==> src/hdl/pdc_pkg.sv <==
// ----------------------------------------------------------------------------
// pdc_pkg: shared types and constants for the path depth checker
// Segment classes, result status codes and the path characters of interest.
// ----------------------------------------------------------------------------
package pdc_pkg;

	// width of the reported depth field
	localparam int DEPTH_W = 12;

	// characters that steer segment parsing
	localparam logic [7:0] CHAR_SLASH = 8'h2F;
	localparam logic [7:0] CHAR_DOT   = 8'h2E;

	// class of the segment being scanned
	typedef enum logic [1:0] {
		KIND_EMPTY  = 2'd0,
		KIND_DOT    = 2'd1,
		KIND_DOTDOT = 2'd2,
		KIND_OTHER  = 2'd3
	} kind_t;

	// result status, also the sticky error code
	typedef enum logic [1:0] {
		STATUS_OK       = 2'd0,
		STATUS_REJECT   = 2'd1,
		STATUS_OVERFLOW = 2'd2
	} status_t;

	// control part of the scanner state
	typedef struct packed {
		logic    at_start;
		kind_t   kind;
		status_t code;
	} scan_ctl_t;

endpackage

==> src/hdl/path_depth_checker_top.sv <==
// ----------------------------------------------------------------------------
// path_depth_checker_top: request path traversal checker
// Scans a path byte by byte and reports status and directory depth per path.
// ----------------------------------------------------------------------------
// Usage:
//   Input channel (in_valid / in_stall) carries one path byte per beat, with
//   is_final high on the last byte of a path. Output channel (out_valid /
//   out_stall) carries one beat per path: status (0 accepted, 1 rejected,
//   2 depth overflow) and depth (masked to 12 bits, 0 unless accepted).
//   Throughput: one byte per cycle unless in_stall; a byte is registered at
//   acceptance and folded into the scanner state by a single update stage.
//   The result beat is registered when the final byte leaves the input
//   register. A waiting result does not block non-final bytes of the next
//   path; only a final byte waits in the input register for the result
//   register to free, and then in_stall rises.
//   Reset (arst_n low) empties both registers and returns the scanner to
//   the start of a path at depth 0.
//   While out_stall is high the result beat holds steady.
// ----------------------------------------------------------------------------
module path_depth_checker_top #(
	parameter int MAX_DEPTH = 4095
) (
	input  logic                         clk,
	input  logic                         arst_n,
	input  logic                         in_valid,
	output logic                         in_stall,
	input  logic [7:0]                   path_byte,
	input  logic                         is_final,
	output logic                         out_valid,
	input  logic                         out_stall,
	output logic [1:0]                   status,
	output logic [pdc_pkg::DEPTH_W-1:0]  depth
);
	import pdc_pkg::*;

	localparam int LVL_W = $clog2(MAX_DEPTH + 1);

	logic              valid_s1;
	logic [7:0]        byte_s1;
	logic              final_s1;

	scan_ctl_t         ctl_q;
	logic [LVL_W-1:0]  level_q;
	scan_ctl_t         nxt_ctl;
	logic [LVL_W-1:0]  nxt_level;
	status_t           res_status;
	logic [DEPTH_W-1:0] res_depth;

	logic              out_valid_q;
	status_t           status_q;
	logic [DEPTH_W-1:0] depth_q;

	logic              out_free;
	logic              advance;
	logic              accept_in;

	// handshake: a final byte needs a free result register
	assign out_free  = !out_valid_q || !out_stall;
	assign advance   = valid_s1 && (!final_s1 || out_free);
	assign in_stall  = valid_s1 && !advance;
	assign accept_in = in_valid && !in_stall;

	// input register control
	always_ff @(posedge clk or negedge arst_n) begin
		if (!arst_n) begin
			valid_s1 <= 1'b0;
		end else if (accept_in) begin
			valid_s1 <= 1'b1;
		end else if (advance) begin
			valid_s1 <= 1'b0;
		end
	end

	// input register payload
	always_ff @(posedge clk) begin
		if (accept_in) begin
			byte_s1  <= path_byte;
			final_s1 <= is_final;
		end
	end

	pdc_step #(
		.MAX_DEPTH (MAX_DEPTH)
	) u_step (
		.cur_ctl    (ctl_q),
		.cur_level  (level_q),
		.path_byte  (byte_s1),
		.is_final   (final_s1),
		.nxt_ctl    (nxt_ctl),
		.nxt_level  (nxt_level),
		.res_status (res_status),
		.res_depth  (res_depth)
	);

	// scanner state
	always_ff @(posedge clk or negedge arst_n) begin
		if (!arst_n) begin
			ctl_q.at_start <= 1'b1;
			ctl_q.kind     <= KIND_EMPTY;
			ctl_q.code     <= STATUS_OK;
			level_q        <= '0;
		end else if (advance) begin
			ctl_q   <= nxt_ctl;
			level_q <= nxt_level;
		end
	end

	// result register control
	always_ff @(posedge clk or negedge arst_n) begin
		if (!arst_n) begin
			out_valid_q <= 1'b0;
		end else if (advance && final_s1) begin
			out_valid_q <= 1'b1;
		end else if (!out_stall) begin
			out_valid_q <= 1'b0;
		end
	end

	// result register payload
	always_ff @(posedge clk) begin
		if (advance && final_s1) begin
			status_q <= res_status;
			depth_q  <= res_depth;
		end
	end

	assign out_valid = out_valid_q;
	assign status    = status_q;
	assign depth     = depth_q;

endmodule

==> src/hdl/pdc_step.sv <==
// ----------------------------------------------------------------------------
// pdc_step: per-byte scanner update
// Folds one path byte into the scanner state and forms the result on the
// final byte of a path.
// ----------------------------------------------------------------------------
module pdc_step #(
	parameter int MAX_DEPTH = 4095
) (
	input  pdc_pkg::scan_ctl_t                     cur_ctl,
	input  logic [$clog2(MAX_DEPTH+1)-1:0]         cur_level,
	input  logic [7:0]                             path_byte,
	input  logic                                   is_final,
	output pdc_pkg::scan_ctl_t                     nxt_ctl,
	output logic [$clog2(MAX_DEPTH+1)-1:0]         nxt_level,
	output pdc_pkg::status_t                       res_status,
	output logic [pdc_pkg::DEPTH_W-1:0]            res_depth
);
	import pdc_pkg::*;

	localparam int LVL_W = $clog2(MAX_DEPTH + 1);

	typedef struct packed {
		status_t            code;
		logic [LVL_W-1:0]   level;
	} close_t;

	// apply the effect of a completed segment to code and depth
	function automatic close_t close_seg(kind_t k, status_t c, logic [LVL_W-1:0] l);
		close_t r;
		r.code  = c;
		r.level = l;
		if (c == STATUS_OK) begin
			if (k == KIND_DOTDOT) begin
				if (l == '0) r.code = STATUS_REJECT;
				else r.level = l - 1'b1;
			end else if (k == KIND_OTHER) begin
				if (l >= LVL_W'(MAX_DEPTH)) r.code = STATUS_OVERFLOW;
				else r.level = l + 1'b1;
			end
		end
		return r;
	endfunction

	logic             at_v;
	kind_t            kind_v;
	status_t          code_v;
	logic [LVL_W-1:0] lvl_v;
	close_t           cl_byte;
	close_t           cl_fin;

	// byte update, then closing of the open segment on the final byte
	always_comb begin
		at_v       = cur_ctl.at_start;
		kind_v     = cur_ctl.kind;
		code_v     = cur_ctl.code;
		lvl_v      = cur_level;
		cl_byte    = close_seg(kind_v, code_v, lvl_v);
		res_status = STATUS_OK;
		res_depth  = '0;

		if (at_v) begin
			// first byte must be a slash, nothing else is done with it
			at_v = 1'b0;
			if (path_byte != CHAR_SLASH) code_v = STATUS_REJECT;
		end else if (code_v == STATUS_OK) begin
			if (path_byte == CHAR_SLASH) begin
				code_v = cl_byte.code;
				lvl_v  = cl_byte.level;
				kind_v = KIND_EMPTY;
			end else if (path_byte == CHAR_DOT) begin
				case (kind_v)
					KIND_EMPTY: kind_v = KIND_DOT;
					KIND_DOT:   kind_v = KIND_DOTDOT;
					default:    kind_v = KIND_OTHER;
				endcase
			end else begin
				kind_v = KIND_OTHER;
			end
		end

		cl_fin = close_seg(kind_v, code_v, lvl_v);

		if (is_final) begin
			res_status = cl_fin.code;
			res_depth  = (cl_fin.code == STATUS_OK) ? DEPTH_W'(cl_fin.level) : '0;
			// back to the start of a new path
			at_v   = 1'b1;
			kind_v = KIND_EMPTY;
			code_v = STATUS_OK;
			lvl_v  = '0;
		end

		nxt_ctl.at_start = at_v;
		nxt_ctl.kind     = kind_v;
		nxt_ctl.code     = code_v;
		nxt_level        = lvl_v;
	end

endmodule
==> config.mk <==
export PLATFORM = sky130hd
export DESIGN_NAME = path_depth_checker_top
export DESIGN_NICKNAME = d
export VERILOG_FILES = /design/src/hdl/pdc_pkg.sv /design/src/hdl/path_depth_checker_top.sv /design/src/hdl/pdc_step.sv
export SDC_FILE = /design/constraint.sdc
export NUM_CORES = 1
export LEC_CHECK = 0
export ABC_AREA = 0
export BUFFER_PORTS_ARGS = -buffer_cell sky130_fd_sc_hd__buf_2
export CAP_MARGIN = 20
export CORE_MARGIN = 3
export CORE_UTILIZATION = 44
export DETAILED_ROUTE_END_ITERATION = 16
export HOLD_SLACK_MARGIN = 0.06
export PLACE_DENSITY = 0.59
export SYNTH_ARGS = -nofsm -noshare
export SYNTH_HDL_FRONTEND = slang
export SYNTH_SLANG_ARGS = --single-unit
==> constraint.sdc <==
create_clock -name clk -period 5.3 [get_ports clk]
set_clock_uncertainty 0.15 [all_clocks]
set_input_delay 0.265 -clock clk [delete_from_list [all_inputs] [get_ports clk]]
set_output_delay 0.265 -clock clk [all_outputs]
set_load 0.02 [all_outputs]
==> Word level (Yosys, flattened, before mapping) <==
Cells that the tools add are included.
{ "totals": {"inputBits": 13, "register_bits": 42} }
{ "classes": {"n_addsub": 4, "n_eq_ne": 9, "order_cmp": 2, "muxes": 33, "reduce_logical": 19} }
{ "op_table": {"columns": ["op", "n"], "rows": [
  ["12-bit 2-to-1 mux", 8],
  ["14-bit 2-to-1 mux", 5],
  ["2-bit 2-to-1 mux", 14],
  ["12-bit by 1-bit adder with 12-bit output, second input constant", 2],
  ["12-bit greater-or-equal comparator, second input constant", 2],
  ["12-bit logical NOT", 2],
  ["12-bit by 1-bit subtractor with 12-bit output, second input constant", 2],
  ["8-bit by 6-bit == test with 1-bit output, second input constant", 2],
  ["2-bit == test, second input constant", 4],
  ["2-bit logical NOT", 4],
  ["8-bit by 6-bit inequality test with 1-bit output, second input constant", 1],
  ["1-bit logical NOT", 5],
  ["1-bit 2-to-1 mux", 5],
  ["1-bit logical AND", 4],
  ["2-bit case mux with 2 select lines", 1],
  ["2-bit by 1-bit == test with 1-bit output, second input constant", 1],
  ["1-bit logical OR", 2],
  ["2-bit by 1-bit inequality test with 1-bit output, second input constant", 1],
  ["2-bit AND reduction", 1],
  ["2-bit nonzero test", 1]
]} }

==> Logic depth before layout (Yosys ltp) <==
{ "depth": {"ltp_word": 14, "depth_mapped": 14, "ltp_nobuf": 13} }

==> Cells and area by module <==
From an unflattened synthesis, not the netlist that was laid out.
{ "hier_totals": {"cells_unflattened": 459, "area_unflattened_um2": 4016.4} }
{ "by_module_without_submodules": {"columns": ["module", "instances", "area_each_um2", "cells_per_inst"], "rows": [
  ["pdc_step", 1, 2272.2, 328],
  ["path_depth_checker_top", 1, 1744.2, 131]
]} }

==> Worst setup path before layout <==
Ideal clock, no wire load.
{ "synth_timing": {"path_type": "register to register", "from": "reg level_q[0]", "to": "reg depth_q[10], in the netlist depth[10], data pin", "path_slack_ns": 1.490, "arrival_time_ns": 3.453, "path_stages_with_launch": 15, "cell_sequence": "dfrtp_1 > inv_1 > ha_1 > or3b_1 > buf_2 > o31ai_2 > o21ai_0 > o32ai_1 > ha_1 > inv_1 > or4_1 > nor4_1 > and3_1 > a311oi_1 > a2111oi_0"} }
{ "synth_between": {"elab_chain_cells": 14, "elab_cells_between_ends": 30, "classes_between": "add/sub: 4; order compare: 2; mux: 19; reduce/logical: 5"} }
{ "synth_lines": {"columns": ["item", "line_no", "source"], "rows": [
  ["from (decl)", "path_depth_checker_top.sv:43", "logic [LVL_W-1:0] level_q;"],
  ["from (signal assigned)", "path_depth_checker_top.sv:104", "level_q <= nxt_level;"],
  ["12-bit by 1-bit adder with 12-bit output / 12-bit greater-or-equal comparator (equally long branches)", "pdc_step.sv:38, pdc_step.sv:37", null],
  ["12-bit 2-to-1 mux", "pdc_step.sv:37", "if (l >= LVL_W'(MAX_DEPTH)) r.code = STATUS_OVERFLOW;"],
  ["14-bit 2-to-1 mux", "pdc_step.sv:36", "end else if (k == KIND_OTHER) begin"],
  ["14-bit 2-to-1 mux", "pdc_step.sv:33", "if (k == KIND_DOTDOT) begin"],
  ["12-bit 2-to-1 mux", "pdc_step.sv:66", "if (path_byte == CHAR_SLASH) begin"],
  ["12-bit 2-to-1 mux", "pdc_step.sv:65", "end else if (code_v == STATUS_OK) begin"],
  ["12-bit 2-to-1 mux", "pdc_step.sv:61", "if (at_v) begin"],
  ["12-bit greater-or-equal comparator", "pdc_step.sv:37", null],
  ["2-bit 2-to-1 mux", "pdc_step.sv:37", null],
  ["14-bit 2-to-1 mux", "pdc_step.sv:36", null],
  ["14-bit 2-to-1 mux", "pdc_step.sv:33", null],
  ["14-bit 2-to-1 mux (*)", "pdc_step.sv:32", "if (c == STATUS_OK) begin"],
  ["2-bit logical NOT", "pdc_step.sv:85", "res_depth = (cl_fin.code == STATUS_OK) ? DEPTH_W'(cl_fin.level) : '0;"],
  ["2-bit AND reduction (no line)", null, null],
  ["to (signal assigned)", "path_depth_checker_top.sv:123", "depth_q <= res_depth;"],
  ["to (decl)", "path_depth_checker_top.sv:51", "logic [DEPTH_W-1:0] depth_q;"]
]} }
Mark *: on every way between the ends. The rest lies on a longest branch, timed or not.
A chain may end at the register's enable or synchronous reset.

==> Worst setup path after layout <==
Same ends and word-level chain as after synthesis.

==> impl_results.md <==
- Warnings, synthesis: 0
- PwrDens: 235 mW/mm^2
- Critical Path Start: level_q[0]$_DFFE_PN0P_
- Flops & latches, synth: 42
- HP Class: primary input to asynchronous set/reset pin
- Clock period minus final worst setup slack: 4.43 ns
- Worst Path Buf+Inv: 1
- Final Max Tran Viols: 0
- Top FF cell, synth: edfxtp_1
- Most frequent cell after synthesis: nand2_1
- Clock latency on the worst-skew pair: 0.30 ns
- CTS tree: built
- Total track usage: 0.241
- Worst Max-Slew Pin Slew: 1.03 ns
- Overflow after GRT: 0
- Detailed Route WL: 10500 um
- Power share of the sequential group: 0.428
- Final setup fails: 0
- CTS Root Cell: clkbuf_8
- Final period util: 0.837
- Initial antenna violation count: 0
- Net Count, Synth: 410
- Post-synth EDFFs: 23
- ANT cells: 0
- Critical path launch point type: flip-flop
- Core area: 0.00749 mm^2
- Commonest cells post-synth: 34 x nand2_1, 23 x edfxtp_1, 22 x o21ai_0
- Post-synth top area cell: edfxtp_1
- Min setup slack post-route: 0.865 ns
- Post-Place Cells: 499
- Tot Pwr: 0.913 mW
- RD Place Congestion: 0.978
- Area contributors post-synth: edfxtp_1 20%, dfrtp_1 13%, nand2_1 3.6%
- Number of placement rows: 31
- Drt pass-1 iters: 5
- Drt initial violations: 410
- Nets: 436
- Synth top area share: 0.197
- ANT nets after route: 0
- Internal power component: 0.569 mW
- Die area: 0.00908 mm^2
- CP peak stage delay: 0.63 ns
- Status: finished clean
- Mapped Cells: 393
- Worst r2r src: level_q[0]$_DFFE_PN0P_
- Hold Fails Final Rpt: 0
- RSZ-0062 raised after global routing: no
- WP data arrival: 4.36 ns
- First-pass GRT wire length: 16700 um
- Distinct cells, synth: 81
- Critical path's most frequent cell: ha_1
- Switching share of power: 0.377
- Seq/Total Area, Yosys: 0.333
- CTS Sinks: 42
- Fmax: 0.225 GHz
- Area growth syn-to-layout: 10.9%
- Drt wl/cell: 20.3 um
- Setup crit end kind: flip-flop
- Die H: 95.3 um
- Logic pwr share: 0.342
- CTS clk-pin slew, worst paths: 0.09 ns
- Final core utilization: 0.519
- DRC Markers: 0
- Die width: 95.3 um
- Vias/cell: 6.63
- Peak supply drop: 164 uV
- Layout cells sized above 1: 0.179
- NetSw: 0.344 mW
- WS Path Type: flip-flop to flip-flop
- CP delay by family, top: compound AO/OA/AOI/OAI gates
- Setup TNS: 0 ns
- Vias: 3434
- Pin count of the biggest net entering global routing: 20
- Worst EP required: 5.23 ns
- Worst path slowest cell: o32ai_1
- Ys async rst share: 0.452
- CTS max path bufs: 2
- Non-filler instance count after layout: 518
- Slew Limit Headroom: 0.315
- IO Pins: 29
- Leak Pwr: 1.45 nW
- Mean Syn Cell Area: 8.92 um^2
- Critical path, cell by cell: ha_1 -> nand4_1 -> o31ai_2 -> nor2_1 -> o32ai_1 -> ha_1 -> inv_1 -> or4_1 -> nor4_1 -> and3_1 -> a311oi_1 -> a2111oi_0
- TritonCTS Buffers: 5
- Max Cap Viol: 0
- Port Buf Inserts: 28
- H-tree depth: 2
- Initial Util: 0.468
- Mapped cell area: 0.00351 mm^2
- Clk pwr share: 0.230
- Detail Placement HPWL: 7470 um
- Post-place setup slack: 0.977 ns
- Vias in the first global route: 3135
- Crit-path max FO: 8
logic make-up after synthesis:
| kind of cell | count (synthesis) | synth area share |
|---|---|---|
| buf+inv | 42 | 0.0535 |
| fa+ha+maj | 4 | 0.0143 |
| flops | 42 | 0.333 |
| compound gates | 130 | 0.285 |
| mux | 5 | 0.0150 |
| xor+xnor | 4 | 0.0143 |
| simple gates | 166 | 0.285 |
placed cells by master, fill, tap and decap left out, types with 8 or more instances in the layout:
cell | synthesis | routed
dfrtp_1 | 18 | 18
buf_2 | 8 | 28
edfxtp_1 | 23 | 23
nor3_1 | 15 | 15
a21oi_1 | 13 | 13
nor4_1 | 13 | 13
nor2_1 | 19 | 19
o21ai_0 | 22 | 22
nand2_1 | 34 | 34
nand4_1 | 10 | 10
dlygate4sd3_1 | 0 | 12
o22ai_1 | 8 | 8
o211ai_1 | 8 | 8
nand3_1 | 15 | 15
inv_1 | 15 | 15
per-stage QoR:
step	hold WS [ns]	cell area, um^2
floorplan	-0.181	3510
global placement	0.103	3690
detailed placement	0.110	3690
CTS	0.321	3890
global route	0.335	3890
finish	0.304	3890
path summary, 6_finish.rpt:
path	to	slack [ns]	cells past startpoint
setup / recovery	depth[10]$_SDFFCE_PN0P_	0.87	12
hold / removal	level_q[2]$_DFFE_PN0P_	0.30	2
setup reg to reg	depth[10]$_SDFFCE_PN0P_	0.87	12
hold reg to reg	out_valid$_DFFE_PN0P_	0.39	2
max in group asynchronous	ctl_q[4]$_DFFE_PN1P_	4.32	2
min in group clk	out_valid$_DFFE_PN0P_	0.39	2
repair_timing:
action	in CTS	in global routing
hold buffers	12	0
setup endpoints to repair	0	0
gates resized for setup	0	0
endpoints found under the hold margin	29	0
setup buffers	0	0
worst register-to-register path, cell delays in order, from the launching register on:
cell and delay [ns]:
dfrtp_1 0.47, ha_1 0.25, nand4_1 0.35, o31ai_2 0.48, nor2_1 0.10, o32ai_1 0.63
ha_1 0.29, inv_1 0.08, or4_1 0.53, nor4_1 0.27, and3_1 0.22, a311oi_1 0.05
a2111oi_0 0.36
flip-flops by register name, summed over array words and instances (netlist names):
register and count:
depth 12, level_q 12, byte_s1 8, ctl_q 5
status 2, final_s1 1, out_valid 1, valid_s1 1
final cells by class:
class | count | area, um^2
fill | 706 | 3600
multi-input combinational | 309 | 2160
sequential | 42 | 1170
timing repair buffer | 46 | 305
tap | 99 | 124
clock buffer | 5 | 68.8
inverter | 15 | 56.3
clock inverter | 2 | 10.0
metal layers:
layer / global-route usage / routed length [um]
met2: 0.357 / 4650
met5: 0 / 0
met3: 0.0442 / 891
met4: 0.0841 / 282
met1: 0.351 / 4670
power groups by stage:
stage          logic (mW)  clock network, mW  registers [mW]
2_1_floorplan       0.218                  0           0.392
3_3_place_gp        0.296                  0           0.396
3_5_place_dp        0.294                  0           0.397
4_1_cts             0.303              0.212           0.390
5_1_grt             0.335              0.224           0.394
6_report            0.312              0.210           0.391
No activity file was read; power rests on OpenSTA's default activity.
